$ cat src/input_event_remapper_top_macros.svh
// assertion macros for the input event remapper
// used by input_event_remapper_top; expects clk_i and rst_ni in scope
`ifndef INPUT_EVENT_REMAPPER_TOP_MACROS_SVH
`define INPUT_EVENT_REMAPPER_TOP_MACROS_SVH

// same-cycle implication, disabled during reset
`define IEM_ASSERT_NOW(label, ante, cons, msg) \
  label: assert property (@(posedge clk_i) disable iff (!rst_ni) (ante) |-> (cons)) \
    else $error(msg);

// next-cycle implication, disabled during reset
`define IEM_ASSERT_NEXT(label, ante, cons, msg) \
  label: assert property (@(posedge clk_i) disable iff (!rst_ni) (ante) |=> (cons)) \
    else $error(msg);

`endif

$ cat src/iem_ram.sv
// generic single-write, single-read ram with registered read data
// no dependencies
module iem_ram #(
  parameter int WIDTH = 8,
  parameter int DEPTH = 32,
  parameter int AW    = (DEPTH > 1) ? $clog2(DEPTH) : 1
) (
  input  logic             clk_i,
  input  logic             we_i,
  input  logic [AW-1:0]    waddr_i,
  input  logic [WIDTH-1:0] wdata_i,
  input  logic [AW-1:0]    raddr_i,
  output logic [WIDTH-1:0] rdata_o
);

  logic [WIDTH-1:0] mem_q [DEPTH];
  logic [WIDTH-1:0] rdata_q;

  always_ff @(posedge clk_i) begin
    if (we_i) begin
      mem_q[waddr_i] <= wdata_i;
    end
    rdata_q <= mem_q[raddr_i];
  end

  assign rdata_o = rdata_q;

endmodule

$ cat config.mk
export PLATFORM = sky130hd
export DESIGN_NAME = iem_ram
export DESIGN_NICKNAME = d
export VERILOG_FILES = /design/src/input_event_remapper_top_macros.svh /design/src/iem_ram.sv
export SDC_FILE = /design/constraint.sdc
export NUM_CORES = 1
export LEC_CHECK = 0
export BUFFER_PORTS_ARGS = -buffer_cell sky130_fd_sc_hd__buf_2
export CAP_MARGIN = 30
export CORE_ASPECT_RATIO = 2
export CORE_MARGIN = 2
export CORE_UTILIZATION = 40
export DETAILED_ROUTE_END_ITERATION = 8
export GPL_TIMING_DRIVEN = 0
export SLEW_MARGIN = 20
export SYNTH_ARGS = -nofsm -noshare
export SYNTH_HDL_FRONTEND = slang
export SYNTH_SLANG_ARGS = --single-unit
$ cat constraint.sdc
create_clock -name clk_i -period 2.1 [get_ports clk_i]
set_input_delay 0.21 -clock clk_i [delete_from_list [all_inputs] [get_ports clk_i]]
set_output_delay 0.21 -clock clk_i [all_outputs]
set_load 0.005 [all_outputs]
==> metrics <==
post-synthesis xor/xnor area fraction=0%; flip-flop and latch count after synthesis=between 200 and 300; CP required=2500 ps; type of the worst setup path=in -> reg; die width=116 µm; GP Congestion=0.830; CP delay by family, top=multiplexers; fillcell total=2071; net count after synthesis=437; port buffer count=22; Ys Warns=0; area grow syn2layout=12.2%; DR vias/cell=5.32; antenna-violating nets left=0; global-route wire length before repair=31.0 mm; cts-stage hold buffer count=0; PD cells=926 nW/µm²; largest family of logic cells by synthesized area=multiplexers; H-tree Lvls=1; max frequency=527 MHz; GRT Total Usage=16.8%; WL/cell=around 26 µm; area of the mapped netlist=10100 µm²; Post-Synth Simple-Gate Area=around 2.1%; Synth async-reset ratio=0%; commonest non-fill, non-tap cell in the layout=edfxtp_1; Skew-Pair Late Insertion Delay=510 ps; die area=between 20000 and 30000 µm²; Synth cell types=15; cts bufs inserted=22; Die Span Y=228 µm; Starting Density=40.3%; Clock Path Buffers=3; part of the Yosys area used for sequential elements=78.1%; largest net degree at the start of global routing=33; adder-cell share of the synthesized area=0%; # setup viols final=0; Leak Pwr=approximately 3.5 nW; ys flop type=edfxtp_1; DRC errors left=0; Worst-path clk slew=roughly 70 ps; Synth Area in Compound Gates=0%; Period Utilization, post-route=between 90 and 100%; CTS root buffer=clkbuf_16; pins over their slew limit=0; router iterations before antenna repair=4; row count=82; Final Non-Filler Cells=about 810; Hold Vio Cnt, Final=0; initial antenna violation count=0; Vias=between 4k and 5k; Crit. End Element=flip-flop; Buf+Inv Stages, Crit Path=2; Post-synth EDFFs=between 200 and 300; CTS tree=built; Cells after DPL=775; Final Skew=6.43 ps; Starting DRT DRC Count=279; CP dominant cell by count=mux4_2; Cells after Synth=around 420; Max stage delay on crit path=520 ps; IO Pins=28; Hold Path Class=in -> reg; Diodes inserted=0; vias in the first global route=4740; CTS sink count=264; Max transition margin=41.1%; max-cap violation count=0; WP data arrival=2300 ps; core region area=24900 µm²; worst slew pin tran=a little under 900 ps; Worst IR Drop VDD=519 µV; outcome=finished clean; post-synthesis mux area share=18.8%; post-CTS setup repair buffer count=0; gr ovfl total=0; Nets=483; Final Critical Period=1900 ps; share of post-route cells with drive strength above 1=32.2%; most frequent cells in the layout=edfxtp_1 (256), mux4_2 (80), nor2_1 (33); Fin Hold WS=213 ps; Total Routed Length=about 21 mm; CP max FO=10; post-DP HPWL=14.5 mm; worst path cell trace=clkbuf_1 -> clkbuf_2 -> mux4_2 -> mux4_2 -> mux2_2; Syn Area/Cell=24.1 µm²; Critical Path Start Type=input port; RSZ-0062 raised after global routing=no; critical path's slowest cell=mux4_2
-- metrics by stage --
stage / setup TNS, ps / setup WS, ps / power (mW) / util (%) / instance area [µm²]
after floorplan: 0 / 87.6 / 6.30 / - / 10100
after global placement: -4610 / -590 / 6.54 / 42.5 / 10600
after detailed placement: -6070 / -586 / 6.56 / 42.5 / 10600
after CTS: 0 / 191 / 10.5 / 45.3 / 11300
after global routing: 0 / 142 / 10.7 / 45.3 / 11300
final: 0 / 204 / 10.4 / 45.3 / 11300
-- repair_timing --
item,4_1_cts,5_1_grt
resized for setup,6,0
hold endpoints to repair,0,0
endpoints found under the setup margin,8,0
-- synth_stat cells, types with 2 or more instances --
library cell  count  area share (%)
edfxtp_1        256              76
mux4_2           80              18
nor2_1           33             1.2
dfxtp_1           8             1.6
mux2_2            8            0.90
buf_1             6            0.22
buf_4             6            0.45
clkbuf_1          6            0.22
nand3b_1          5            0.37
or3b_2            3            0.26
nand3_1           2            0.10
-- worst paths after layout --
path / startpoint / to / slack, ps / depth (start not counted)
min reg2reg: mem_q[0][0] / rdata_o[0] / 910 / 3
max: raddr_i[2] / rdata_o[4] / 200 / 5
max reg2reg: mem_q[13][4] / rdata_o[4] / 280 / 3
min: raddr_i[3] / rdata_o[2] / 210 / 2
-- final cells by class --
type	instances	area, µm²	area share, %
buffer	20	114	1.01
clock buffer	30	602	5.33
clock inverter	9	88.8	0.787
multi-input combinational	133	2100	18.6
sequential	264	7850	69.6
tap	336	420	3.73
timing repair buffer	22	110	0.976
-- sequential cells by signal, indices dropped and copies added, names as in the netlist --
register / cells
rdata_o: 8
mem_q: 256
-- power by group --
part	leakage (nW)	internal, mW	switching, mW	total (mW)
registers	2.37	5.86	0.0175	5.87
clock network	0.336	2.25	1.76	4.01
logic	0.750	0.239	0.320	0.559
total	3.46	8.35	2.10	10.4
-- logic make-up (layout without fill, tap and decap cells) --
| kind of cell | after synthesis | count (layout) |
|---|---|---|
| multiplexers | 88 | 88 |
| buffers and inverters | 20 | 81 |
| AND/OR/NAND/NOR | 45 | 45 |
| flip-flops | 264 | 264 |
-- metal layers --
metal	share of wire (%)	GRT usage (%)	vias up
met5	0	0	-
met1	34	18.6	2310
li1	-	-	1861
met3	3.6	2.02	44
met2	56	30.6	117
met4	5.6	8.93	0
(Power assumes the default switching activity.)
